**src/rtl/core/assert_macros.svh**
```systemverilog
// Assertion macros shared by the RTL that carries checks.
`ifndef ASSERT_MACROS_SVH
`define ASSERT_MACROS_SVH

// Condition a must bring condition b in the same cycle.
`define ASSERT_IMPLIES(label, clk, rst, a, b) \
  label: assert property (@(posedge clk) disable iff (rst) (a) |-> (b)) \
    else $error("assertion failed");

// Condition a must bring condition b in the following cycle.
`define ASSERT_NEXT(label, clk, rst, a, b) \
  label: assert property (@(posedge clk) disable iff (rst) (a) |=> (b)) \
    else $error("assertion failed");

`endif

```
**src/rtl/core/erk_pkg.sv**
```systemverilog
`default_nettype none
package erk_pkg;

  localparam int MAX_K       = 8;
  localparam int RANK_DEPTH  = MAX_K + 1;
  localparam int ID_W        = 8;
  localparam int SCORE_W     = 33;
  localparam int PROB_W      = 24;
  localparam int CNT_W       = 9;
  localparam int K_W         = 4;
  localparam int SCALE_W     = 24;
  localparam int SUM_W       = 27;
  localparam int NUM_W       = 48;
  localparam int WEIGHT_W    = 32;
  localparam int SLOT_W      = 3;
  localparam int IDX_W       = 4;
  localparam int CFG_IDX_W   = 1;
  localparam int EXP_BITS    = 20;
  localparam int LOG_FRAC    = 20;

  localparam logic [CNT_W-1:0]   MAX_EXPERTS   = 9'd256;
  localparam logic [K_W-1:0]     MAX_K_CODE    = 4'd8;
  localparam logic [SUM_W-1:0]   SUM_FLOOR     = 27'd4;
  localparam logic [31:0]        LN2_Q32       = 32'd2977044472;
  localparam logic [31:0]        EXP_STEP_Q32  = 32'd4294901760;
  localparam logic [31:0]        SOFTPLUS_CUT  = 32'h0010_0000;
  localparam logic [47:0]        SQRT_START    = 48'h4000_0000_0000;
  localparam logic [SCALE_W-1:0] SCALE_RESET   = 24'd65536;
  localparam logic [31:0]        MARGIN_MAX    = 32'h7FFF_FFFF;
  localparam logic [31:0]        MARGIN_MIN    = 32'h8000_0000;

  typedef enum logic [CFG_IDX_W-1:0] {
    REG_K_SELECT     = 1'b0,
    REG_WEIGHT_SCALE = 1'b1
  } cfg_reg_t;

  typedef struct packed {
    logic                      valid;
    logic [ID_W-1:0]           id;
    logic signed [SCORE_W-1:0] score;
    logic [PROB_W-1:0]         prob;
  } rank_entry_t;

  typedef struct packed {
    logic clr;
    logic ins;
    logic rot;
  } cell_ctrl_t;

endpackage
`default_nettype wire

```
**src/rtl/core/erk_cell.sv**
```systemverilog
`default_nettype none
module erk_cell (
  input  wire                  clk,
  input  wire                  rst,
  input  erk_pkg::cell_ctrl_t  ctrl,
  input  erk_pkg::rank_entry_t new_entry,
  input  erk_pkg::rank_entry_t up_in,
  input  erk_pkg::rank_entry_t down_in,
  input  wire                  take_in,
  output logic                 take_out,
  output erk_pkg::rank_entry_t q
);
  import erk_pkg::*;

  // The list is sorted, so the first cell that takes the new entry is the
  // insertion point and every cell after it shifts down by one.
  assign take_out = !q.valid || (new_entry.score > q.score);

  always_ff @(posedge clk) begin
    if (rst) begin
      q.valid <= 1'b0;
    end else if (ctrl.clr) begin
      q.valid <= 1'b0;
    end else if (ctrl.ins) begin
      if (take_in) begin
        q <= up_in;
      end else if (take_out) begin
        q <= new_entry;
      end
    end else if (ctrl.rot) begin
      q <= down_in;
    end
  end

endmodule
`default_nettype wire

```
**config.mk**
```make
export PLATFORM = sky130hd
export DESIGN_NAME = erk_cell
export DESIGN_NICKNAME = d
export VERILOG_FILES = /design/src/rtl/core/assert_macros.svh /design/src/rtl/core/erk_pkg.sv /design/src/rtl/core/erk_cell.sv
export SDC_FILE = /design/constraint.sdc
export NUM_CORES = 1
export LEC_CHECK = 0
export BUFFER_PORTS_ARGS = -buffer_cell sky130_fd_sc_hd__buf_2
export CAP_MARGIN = 30
export CORE_MARGIN = 1
export CORE_UTILIZATION = 35
export CTS_CLUSTER_DIAMETER = 80
export DETAILED_ROUTE_END_ITERATION = 10
export PLACE_DENSITY_LB_ADDON = 0.15
export SLEW_MARGIN = 20
export SYNTH_ARGS = -nofsm -noshare
export SYNTH_HDL_FRONTEND = slang
export SYNTH_SLANG_ARGS = --single-unit
```
**constraint.sdc**
```tcl
create_clock -name clk -period 4.5 [get_ports clk]
set_clock_uncertainty 0.1 [all_clocks]
set_input_delay 0.45 -clock clk [delete_from_list [all_inputs] [get_ports clk]]
set_output_delay 0.45 -clock clk [all_outputs]
set_load 0.01 [all_outputs]
```
# Yosys cells after proc, flatten, opt, wreduce, memory -nomap -nowiden
# Cells that the tools add are included.
# totals
word_cells	18
reg_bits	66
input_bits	204
out_inout_bits	67
# classes
n_eq_ne	1
reduce_logical	6
n_mux	4
n_bitwise	2
order_cmp	1
# op_table
cell	n
two-way mux 66 bit	4
greater-than comparator 33 bit	1
AND reduction 4 bit	1
inequality test 3 x 1 -> 1 bit, second input constant	1
inverter 1 bit	2
AND reduction 2 bit	1
nonzero test 2 bit	1
OR reduction 2 bit	1
logical NOT 1 bit	1
logical OR 1 bit	1

# Logic depth before layout (Yosys ltp)
# logic_depth
depth_word	5
mapped_depth	8
ltp_nobuf	8

# Least setup slack after synthesis
# OpenSTA, ideal clock, no wires.
# synth_timing
kind	in2reg
from	input port new_entry[48] (netlist bit)
to	register q[0] (netlist bit) (enable)
path_stages	7
n_path_buf	0
setup_ns	0.433
required_time_ns	3.967
path_slack_ns	0.621
t_arrival_ns	3.347
path_cell_list	ha_1 -> nand4_2 -> nor4_2 -> nand2_1 -> o221ai_1 -> o31a_1 -> o221a_1
# synth_between
elab_chain_len	4
# synth_rtl
item	line	source
start: declaration	erk_cell.sv:6	input erk_pkg::rank_entry_t new_entry,
greater-than comparator 33 bit	erk_cell.sv:17	assign take_out = !q.valid || (new_entry.score > q.score);
logical OR 1 bit	erk_cell.sv:17	
net take_out	erk_cell.sv:10	output logic take_out,
inequality test 3 x 1 -> 1 bit (no line)	n/a	
AND reduction 4 bit (no line)	n/a	
end signal: assignment	erk_cell.sv:26	q <= up_in;
end signal: assignment	erk_cell.sv:28	q <= new_entry;
end signal: assignment	erk_cell.sv:31	q <= down_in;
end: declaration	erk_cell.sv:11	output erk_pkg::rank_entry_t q
# The timed path passes the listed nets, and every way through them passes these cells.
# A chain may end at the register's enable or synchronous reset.

# Final worst setup path
# layout_timing
from	register q[39] (netlist bit)
to	register q[22] (netlist bit) (enable)
# layout_between
elab_chain_len	4
# layout_rtl
item	line
greater-than comparator 33 bit	erk_cell.sv:17
logical OR 1 bit	erk_cell.sv:17
inequality test 3 x 1 -> 1 bit (no line)	n/a
AND reduction 4 bit (no line)	n/a
# Every way passes these cells.

==> impl_results.md <==
- Vias in the first global route: 3,902
- Layout Nets: 915
- Initial antenna violation count: 1
- Crit end category: register
- Final setup fails: 0
- CP max stage delay: 440 ps
- Post-route ant nets: 0
- HP Class: input port to register
- TritonCTS clock tree: done
- FFs w/ async S/R, synth: 0%
- Cts hold-fix bufs: 0
- # IOs: 271
- Internal reg-to-reg setup slack: 1390 ps
- Post-CTS resize count: 0
- Rel. slew slack: 40.38%
- Syn Area/Cell: 10.23 sq um
- Drt wl/cell: 14.40 um
- Chip Width: 112.4 um
- First drt pass iteration count: 4
- Syn-to-layout area delta: 42.54%
- Fin util: 52.16%
- Number of flops mapped to enable cells by yosys: 65
- CTS buffer count: 9
- Final Hold Viols: 0
- Setup Buffers After CTS: 0
- Starting density of the core: 36.59%
- Via density: 4.760
- Leading cell types in the layout, fill and taps excluded: 268 x buf_2, 76 x a21oi_1, 69 x nor2_1, 66 x mux2i_1, 65 x edfxtp_1
- Routability Congestion: 0.8128
- Synthesized flop and latch total: 66
- Drt first-iter violations: 155
- CP max FO: 45
- Setup_tns: 0 ps
- Final count of pins violating max slew: 0
- Synthesis Warnings: 0
- RSZ-0062 raised after global routing: false
- Global-route usage over all layers: 19.21%
- Cell count after synthesis: 417
- CTS H-tree depth: 3
- Clock sink total: 66
- Fmax: 0.3212 GHz
- Req. time, crit path: 4400 ps
- Post-DP Area: 5732 sq um
- Port-buffer cells: 270
- Tightest Pin Transition: 894.3 ps
- Pleak: 0.003034 uW
- Tmin final: 3114 ps
- Hpwl dp: 9.350 mm
- Share of cells above drive strength 1: 43.19%
- Die height: 112.4 um
- Worst Setup Start Kind: register
- Max_cap viols: 0
- GRT overflow: 0
- Root buffer cell: clkbuf_16
- Run status: completed
- PwrDens: 300.9 nW/um^2
- Peak supply drop: 0.0001985 V
- Distinct cells, synth: 39
- DRC: 0
- Clk_lat worst skew: 320 ps
- Regs by FF count: q (66)
- Max reg flops: 66
- Worst endpoint data arrival time: 3020 ps
- WHS: 341.8 ps
- Main flop type after synthesis: edfxtp_1
- Global-route wire length before repair: 18.88 mm
- Slowest CP cell: o221a_4
- Die area: 12,640 sq um
- Register area share after synthesis: 46.20%
- CTS Buffer Depth: 2
- Final Cycle Share: 69.19%
- Crit-path cells: inv_1 > ha_1 > nand4_1 > nor4_2 > a221oi_1 > o22ai_1 > o31a_1 > o221a_4 > buf_16
- CP Class: register to register
- Core box area: 11,660 sq um
- Net count after synthesis: 654
- Largest net degree at the start of global routing: 98
- Top reg by flops: q
- Pwr Total: 1830 uW
- Routed WL: 11.89 mm
- Clk pin slew, worst setup/hold paths: 60 ps
- Post-Syn Area: 4268 sq um
- # diodes: 0
- Commonest non-fill, non-tap cell in the layout: buf_2
- Final instance area: 6083 sq um
- Num rows: 39
- Via count: 3,932
[cell families after synthesis]
logic type | Yosys count | share of synthesized area [%]
buffers and inverters | 58 | 5.306
multiplexers | 66 | 15.48
AND/OR/NAND/NOR | 102 | 11.20
flip-flops | 66 | 46.20
AO/OA/AOI/OAI | 92 | 12.14
adder cells (fa/ha/maj) | 33 | 9.675
[critical path, delay by kind of cell, from the launching register on]
kind | cells | cell delay [ps]
AOI/OAI and AO/OA | 4 | 1110
and+or+nand+nor | 2 | 560
buffers and inverters | 2 | 350
DFF | 1 | 340
adders and majority gates | 1 | 300
[stage by stage]
step	cells	setup WS, ps
finish	826	1386
global route	826	1128
CTS	825	1110
detailed placement	809	951.6
global placement	809	1116
floorplan	417	620.6
[power by group]
part           internal (uW)  leakage [uW]  switching, uW
Clock                    516      0.000157            247
Sequential               718      0.000608           10.9
Combinational            165       0.00227            174
[per-layer routing]
layer  GRT usage [%]  share of wire (%)  vias to the layer above
li1                -                  -                     2045
met1           22.78                 42                     1704
met2           32.88                 48                      163
met3           6.479                8.7                       18
met4           5.956                1.5                        2
met5               0               0.12                        -
[synth_stat cells, types with 2 or more instances]
cell      number  area [sq um]
a211oi_1       2         15.01
a21oi_1       76         380.4
buf_1          2         7.510
buf_2          7         35.03
clkbuf_1      14         52.55
edfxtp_1      65          1952
ha_1          33         412.9
inv_1         35         131.4
mux2i_1       66         660.6
nand2_1       12         45.04
nand2b_1       2         12.51
nand3_1        2         10.01
nand4_1        3         18.77
nand4_2        2         25.02
nor2_1        69         259.0
nor3_1         2         10.01
nor4_2         2         25.02
o21ai_0        2         10.01
[path summary, 6_finish.rpt]
kind / from / endpoint / cells past startpoint
min reg2reg: q[65] / q[65] / 3
max reg2reg: q[39] / q[22] / 9
max: q[39] / q[22] / 9
min: down_in[11] / q[11] / 3
[area by class of cell]
| class | instances | area (sq um) |
|---|---|---|
| repair buffers | 273 | 1399 |
| well taps | 143 | 178.9 |
| clock inverters | 2 | 60.06 |
| multi-input cells | 293 | 2078 |
| fillers | 1095 | 5579 |
| clock buffers | 14 | 264.0 |
| inverters | 35 | 131.4 |
| flip-flops and latches | 66 | 1972 |
Power figures use the tool's default switching activity.
