$ cat config.mk
export PLATFORM = sky130hd
export DESIGN_NAME = erk_div
export DESIGN_NICKNAME = d
export VERILOG_FILES = /design/src/rtl/core/assert_macros.svh /design/src/rtl/core/erk_pkg.sv /design/src/rtl/core/erk_div.sv
export SDC_FILE = /design/constraint.sdc
export NUM_CORES = 1
export LEC_CHECK = 0
export ABC_AREA = 0
export BUFFER_PORTS_ARGS = -buffer_cell sky130_fd_sc_hd__buf_2
export CAP_MARGIN = 20
export CORE_ASPECT_RATIO = 2
export CORE_MARGIN = 4
export CORE_UTILIZATION = 60
export DETAILED_ROUTE_END_ITERATION = 6
export PLACE_DENSITY = 0.9
export SETUP_SLACK_MARGIN = 0.3
export SLEW_MARGIN = 30
export SYNTH_ARGS = -nofsm -noshare
export SYNTH_HDL_FRONTEND = slang
export SYNTH_SLANG_ARGS = --single-unit
$ cat constraint.sdc
create_clock -name clk -period 14.2 [get_ports clk]
set_input_delay 2.84 -clock clk [delete_from_list [all_inputs] [get_ports clk]]
set_output_delay 2.84 -clock clk [all_outputs]
set_load 0.02 [all_outputs]
$ cat src/rtl/core/assert_macros.svh
// Assertion macros shared by the RTL that carries checks.
`ifndef ASSERT_MACROS_SVH
`define ASSERT_MACROS_SVH

// Condition a must bring condition b in the same cycle.
`define ASSERT_IMPLIES(label, clk, rst, a, b) \
  label: assert property (@(posedge clk) disable iff (rst) (a) |-> (b)) \
    else $error("assertion failed");

// Condition a must bring condition b in the following cycle.
`define ASSERT_NEXT(label, clk, rst, a, b) \
  label: assert property (@(posedge clk) disable iff (rst) (a) |=> (b)) \
    else $error("assertion failed");

`endif

$ cat src/rtl/core/erk_pkg.sv
`default_nettype none
package erk_pkg;

  localparam int MAX_K       = 8;
  localparam int RANK_DEPTH  = MAX_K + 1;
  localparam int ID_W        = 8;
  localparam int SCORE_W     = 33;
  localparam int PROB_W      = 24;
  localparam int CNT_W       = 9;
  localparam int K_W         = 4;
  localparam int SCALE_W     = 24;
  localparam int SUM_W       = 27;
  localparam int NUM_W       = 48;
  localparam int WEIGHT_W    = 32;
  localparam int SLOT_W      = 3;
  localparam int IDX_W       = 4;
  localparam int CFG_IDX_W   = 1;
  localparam int EXP_BITS    = 20;
  localparam int LOG_FRAC    = 20;

  localparam logic [CNT_W-1:0]   MAX_EXPERTS   = 9'd256;
  localparam logic [K_W-1:0]     MAX_K_CODE    = 4'd8;
  localparam logic [SUM_W-1:0]   SUM_FLOOR     = 27'd4;
  localparam logic [31:0]        LN2_Q32       = 32'd2977044472;
  localparam logic [31:0]        EXP_STEP_Q32  = 32'd4294901760;
  localparam logic [31:0]        SOFTPLUS_CUT  = 32'h0010_0000;
  localparam logic [47:0]        SQRT_START    = 48'h4000_0000_0000;
  localparam logic [SCALE_W-1:0] SCALE_RESET   = 24'd65536;
  localparam logic [31:0]        MARGIN_MAX    = 32'h7FFF_FFFF;
  localparam logic [31:0]        MARGIN_MIN    = 32'h8000_0000;

  typedef enum logic [CFG_IDX_W-1:0] {
    REG_K_SELECT     = 1'b0,
    REG_WEIGHT_SCALE = 1'b1
  } cfg_reg_t;

  typedef struct packed {
    logic                      valid;
    logic [ID_W-1:0]           id;
    logic signed [SCORE_W-1:0] score;
    logic [PROB_W-1:0]         prob;
  } rank_entry_t;

  typedef struct packed {
    logic clr;
    logic ins;
    logic rot;
  } cell_ctrl_t;

endpackage
`default_nettype wire

$ cat src/rtl/core/erk_div.sv
`default_nettype none
module erk_div (
  input  wire                          clk,
  input  wire                          rst,
  input  wire                          start,
  input  wire [erk_pkg::NUM_W-1:0]     num,
  input  wire [erk_pkg::SUM_W-1:0]     den,
  output logic                         done,
  output logic [erk_pkg::WEIGHT_W-1:0] quo
);
  import erk_pkg::*;

  logic             busy;
  logic [5:0]       cnt;
  logic [NUM_W-1:0] numr;
  logic [NUM_W-1:0] quo_r;
  logic [SUM_W:0]   rem;
  logic [SUM_W:0]   rem_sh;
  logic             ge;

  // One quotient bit per cycle, restoring.
  assign rem_sh = {rem[SUM_W-1:0], numr[NUM_W-1]};
  assign ge     = rem_sh >= {1'b0, den};
  assign quo    = (|quo_r[NUM_W-1:WEIGHT_W]) ? '1 : quo_r[WEIGHT_W-1:0];

  always_ff @(posedge clk) begin
    if (rst) begin
      busy <= 1'b0;
      done <= 1'b0;
    end else begin
      done <= 1'b0;
      if (start) begin
        busy  <= 1'b1;
        cnt   <= '0;
        rem   <= '0;
        numr  <= num;
        quo_r <= '0;
      end else if (busy) begin
        rem   <= ge ? (rem_sh - {1'b0, den}) : rem_sh;
        quo_r <= {quo_r[NUM_W-2:0], ge};
        numr  <= numr << 1;
        cnt   <= cnt + 6'd1;
        if (cnt == 6'(NUM_W - 1)) begin
          busy <= 1'b0;
          done <= 1'b1;
        end
      end
    end
  end

endmodule
`default_nettype wire

# [Word-level counts from Yosys, hierarchy flattened]
# Cells that the tools add are included.
[word_totals] output_inout_bits=33 register_bits=131
[op_classes] n_addsub=2 n_mux=11 reduce_logical=4 bitwise_logic=2 n_lt_le_gt_ge=1 n_eq_ne=1
[ops] cell="48-bit two-way mux" n=3
[ops] cell="27-bit two-way mux" n=2
[ops] cell="32-bit two-way mux" n=1
[ops] cell="28-bit by 27-bit greater-or-equal comparator with 1-bit output" n=1
[ops] cell="27-bit subtractor" n=1
[ops] cell="16-bit OR reduction" n=1
[ops] cell="6-bit by 1-bit adder with 6-bit output, second input constant" n=1
[ops] cell="6-bit equality test, second input constant" n=1
[ops] cell="6-bit two-way mux" n=1
[ops] cell="1-bit two-way mux" n=4
[ops] cell="3-bit OR reduction" n=1
[ops] cell="1-bit inverter" n=2
[ops] cell="2-bit AND reduction" n=1
[ops] cell="2-bit nonzero test" n=1

# [Logic depth before layout (Yosys ltp)]
[logic_depth] ltp_word=4 ltp_mapped=13 depth_no_buf=11

# [Worst setup path after synthesis]
# Ideal clock, no wire load.
[synth_path] path_type="input to register" start="in start" end="reg cnt[0] (enable)" t_arrival_ps=8842 t_required_ps=13580 cell_stages=4 n_path_buf=2 slack_ps=4738 path_cell_list="clkbuf_1 -> clkbuf_1 -> nor2_1 -> nor2_1"
[synth_between] elab_chain_len=2
[synth_lines] item="start, declared" line_no="erk_div.sv:5" rtl="input wire start,"
[synth_lines] item="2-bit nonzero test (no source line)"
[synth_lines] item="2-bit AND reduction (no source line)"
[synth_lines] item="end signal, assigned" line_no="erk_div.sv:42" rtl="cnt <= cnt + 6'd1;"
[synth_lines] item="end, declared" line_no="erk_div.sv:14" rtl="logic [5:0] cnt;"
# No other way between the ends.
# A chain may end at the register's enable or synchronous reset.

# [Worst setup path in the final report]
[layout_path] start="in den[0] (netlist bit)" end="reg rem[19], data pin"
[layout_between] elab_chain_len=3
[layout_lines] item="start, declared" line_no="erk_div.sv:7" rtl="input wire [erk_pkg::SUM_W-1:0] den,"
[layout_lines] item="27-bit subtractor or 28-bit by 27-bit greater-or-equal comparator with 1-bit output (tied branches)" line_no="erk_div.sv:39, erk_div.sv:23"
[layout_lines] item="27-bit two-way mux (*)" line_no="erk_div.sv:39" rtl="rem <= ge ? (rem_sh - {1'b0, den}) : rem_sh;"
[layout_lines] item="27-bit two-way mux (*)" line_no="erk_div.sv:38" rtl="end else if (busy) begin"
[layout_lines] item="end signal, assigned" line_no="erk_div.sv:39"
[layout_lines] item="end, declared" line_no="erk_div.sv:17" rtl="logic [SUM_W:0] rem;"
# Every way passes the cells marked *; elsewhere a longest branch is shown, timed or not. The select of a mux whose other input is x is not followed.

==> run metrics <==
DR vias=5041; status=complete, no violations; Tmin final=5.66 ns; slowest CP cell=nand2_1; Worst Tran Pin Value=0.862 ns; routability cong.=slightly below 1; RSZ-0062 raised after global routing=no; post-CTS setup buffer count=0; #FFs+latches synth=131; final wirelength=15.8 mm; die height=161 um; Clock Latency Late Sink=0.42 ns; HP Class=flop to flop; Max-slew headroom=42.6%; Synth Instances=~590; Peak VDD IR=104 uV; TritonCTS buffer count=17; Starting Density=61.6%; Fmax=about 0.18 GHz; Mapped Area=6990 sq um; largest net degree at the start of global routing=96; Setup crit start kind=input pin; CTS-repair resized insts=0; CP Capture Type=flop; Synth area leader=edfxtp_1; Worst path top cell family by delay=simple AND/OR/NAND/NOR gates; final setup TNS=0 ns; Crit Path Max Fanout=23; CP Data Required Time=14.43 ns; vias per cell=5.85; GRT Residual Overflow=0; initial antenna violation count=2; syn_area_per_cell=11.8 sq um; core area=11400 sq um; share of cells above drive strength 1=32.5%; max_cap viols=0; Port Buffers=110; Setup Skew=~0.007 ns; 1st-iter DRT viols=361; Buf/Inv on CP=2; Rows=55; H-tree levels=4; CTS tree=yes; clock sinks=131; setup violators final=0; drt pass-1 iters=5; DRC Markers=0; Die ar.=13600 sq um; Yosys cell types=between 50 and 60; synthesis-to-finish area growth=18.5%; antenna-violating nets left=0; total track usage=between 20% and 30%; Final Hold Viols=0; Yosys top cell area share=55.4%; Post-synth EDFFs=approximately 130; syn_nets=701; Pwr Density=130 nW/um^2; routed length per instance=18.3 um; Yosys warning total=0; detailed-placement wirelength estimate=approximately 10 mm; predominant post-synthesis flop cell=edfxtp_1; CP max stage delay=0.61 ns; nets@finish=812; Leak Pwr=0.00325 uW; Worst Setup Slack, final=8.54 ns; pre-CTS setup slack=just over 8 ns; first-pass GRT wire length=25.6 mm; sequential element share of the synthesized area=56.0%; # hold bufs at CTS=0; # IOs=111; share of synthesized registers carrying an async set or reset=0%; Die Span X=~84 um; Crit Path Class=input pin to flop; critical path arrival=~5.9 ns; CTS clk-pin slew, worst paths=0.06 ns; most frequent CP cell=nand2b_1; crit-path cells=buf_2, ha_1, fa_1, nand2b_1, a211oi_2, o21a_2, a311o_2, nand4_2, nand2_1, buf_4, nand2b_1, o32ai_1; Final Cycle Share=39.9%; Slew Limit Fails=0; number of global-route vias before repair=5365; largest cells by area after synthesis=edfxtp_1, mux2_2, ha_1; clk root buf=clkbuf_16; worst-case clock buffer depth=2
==> report_power, final <==
group	switching [uW]	internal [uW]	leakage [uW]
Sequential	13.3	462	0.00127
Combinational	99.9	75.0	0.00170
Clock	182	246	0.000278
Total	295	783	0.00325
==> final timing paths <==
path	start	end	slack, ns	depth (start not counted)
max	den[0]	rem[19]	8.54	12
max reg2reg	numr[47]	rem[19]	10.60	12
min reg2reg	busy	done	0.49	1
min	busy	done	0.49	1
==> stage by stage <==
step                      util [%]  hold WS (ns)  power (uW)  cells  area, sq um
after floorplan                  -         0.460         608    594         6990
after global placement        67.4         0.467         640    825         7650
after detailed placement      67.4         0.476         649    825         7660
after CTS                     72.5         0.489        1080    857         8230
after global routing          73.0         0.495        1120    861         8290
final                         73.0         0.488        1080    861         8290
==> cells in the final DEF (no fill, tap or decap), types with 8 or more instances in the layout <==
master     Yosys  final
inv_1         37     37
nor2b_1       49     49
xor2_1         9      9
nand2b_1       8      8
nor2_1        28     27
a21oi_1       32     32
nand2_1       45     45
mux2_2        47     47
or2_2         32     32
xnor2_1       13     13
ha_1          28     28
nor3_1        10     10
buf_2          3    109
clkbuf_16      0     17
o21ai_0       12     12
edfxtp_1     129    129
nand3_1       10     10
==> sequential cells by signal, summed over array words and instances, names as in the netlist <==
signal  count
numr       48
quo_r      48
rem        27
cnt         6
busy        1
done        1
==> synthesized netlist by cell type (all sizes together) (3+ instances only) <==
master	n
a21o	7
edfxtp	129
xor2	9
o21bai	3
o21ai	12
and3	4
a31oi	3
inv	37
xnor2	13
or2	32
nand2	45
nand2b	8
clkbuf	19
a211oi	8
o21a	8
nor4	4
nor2	28
nand4	4
and2	4
ha	28
mux2	47
nor2b	49
buf	5
o22ai	3
or3	4
nand3	10
o211ai	5
nor3	10
a21oi	32
==> per-layer routing <==
| metal | routed length (um) | part of all wire (%) | up-vias | track usage, % |
|---|---|---|---|---|
| met5 | 13 | 0.083 | - | 0 |
| met2 | 8450 | 54 | 198 | 42.0 |
| met4 | 725 | 4.6 | 2 | 13.6 |
| li1 | - | - | 2373 | - |
| met3 | 773 | 4.9 | 58 | 4.98 |
| met1 | 5790 | 37 | 2410 | 26.1 |
==> logic make-up after synthesis <==
family | share of synthesized area (%)
DFF | 56.0
and+or+nand+nor | 15.9
adders and majority gates | 5.30
xor gates and xnor gates | 2.76
buffers and inverters | 3.44
muxes | 7.57
AOI/OAI and AO/OA | 9.05
==> cell type report <==
cell class,instances,area (sq um)
tap,142,178
clock buffer,17,425
inverter,37,139
fill,723,3070
antenna,1,2.50
sequential,131,3910
multi-input combinational,402,2850
timing repair buffer,116,638
clock inverter,15,145
Note: power is estimated with default switching activity, not from simulation.
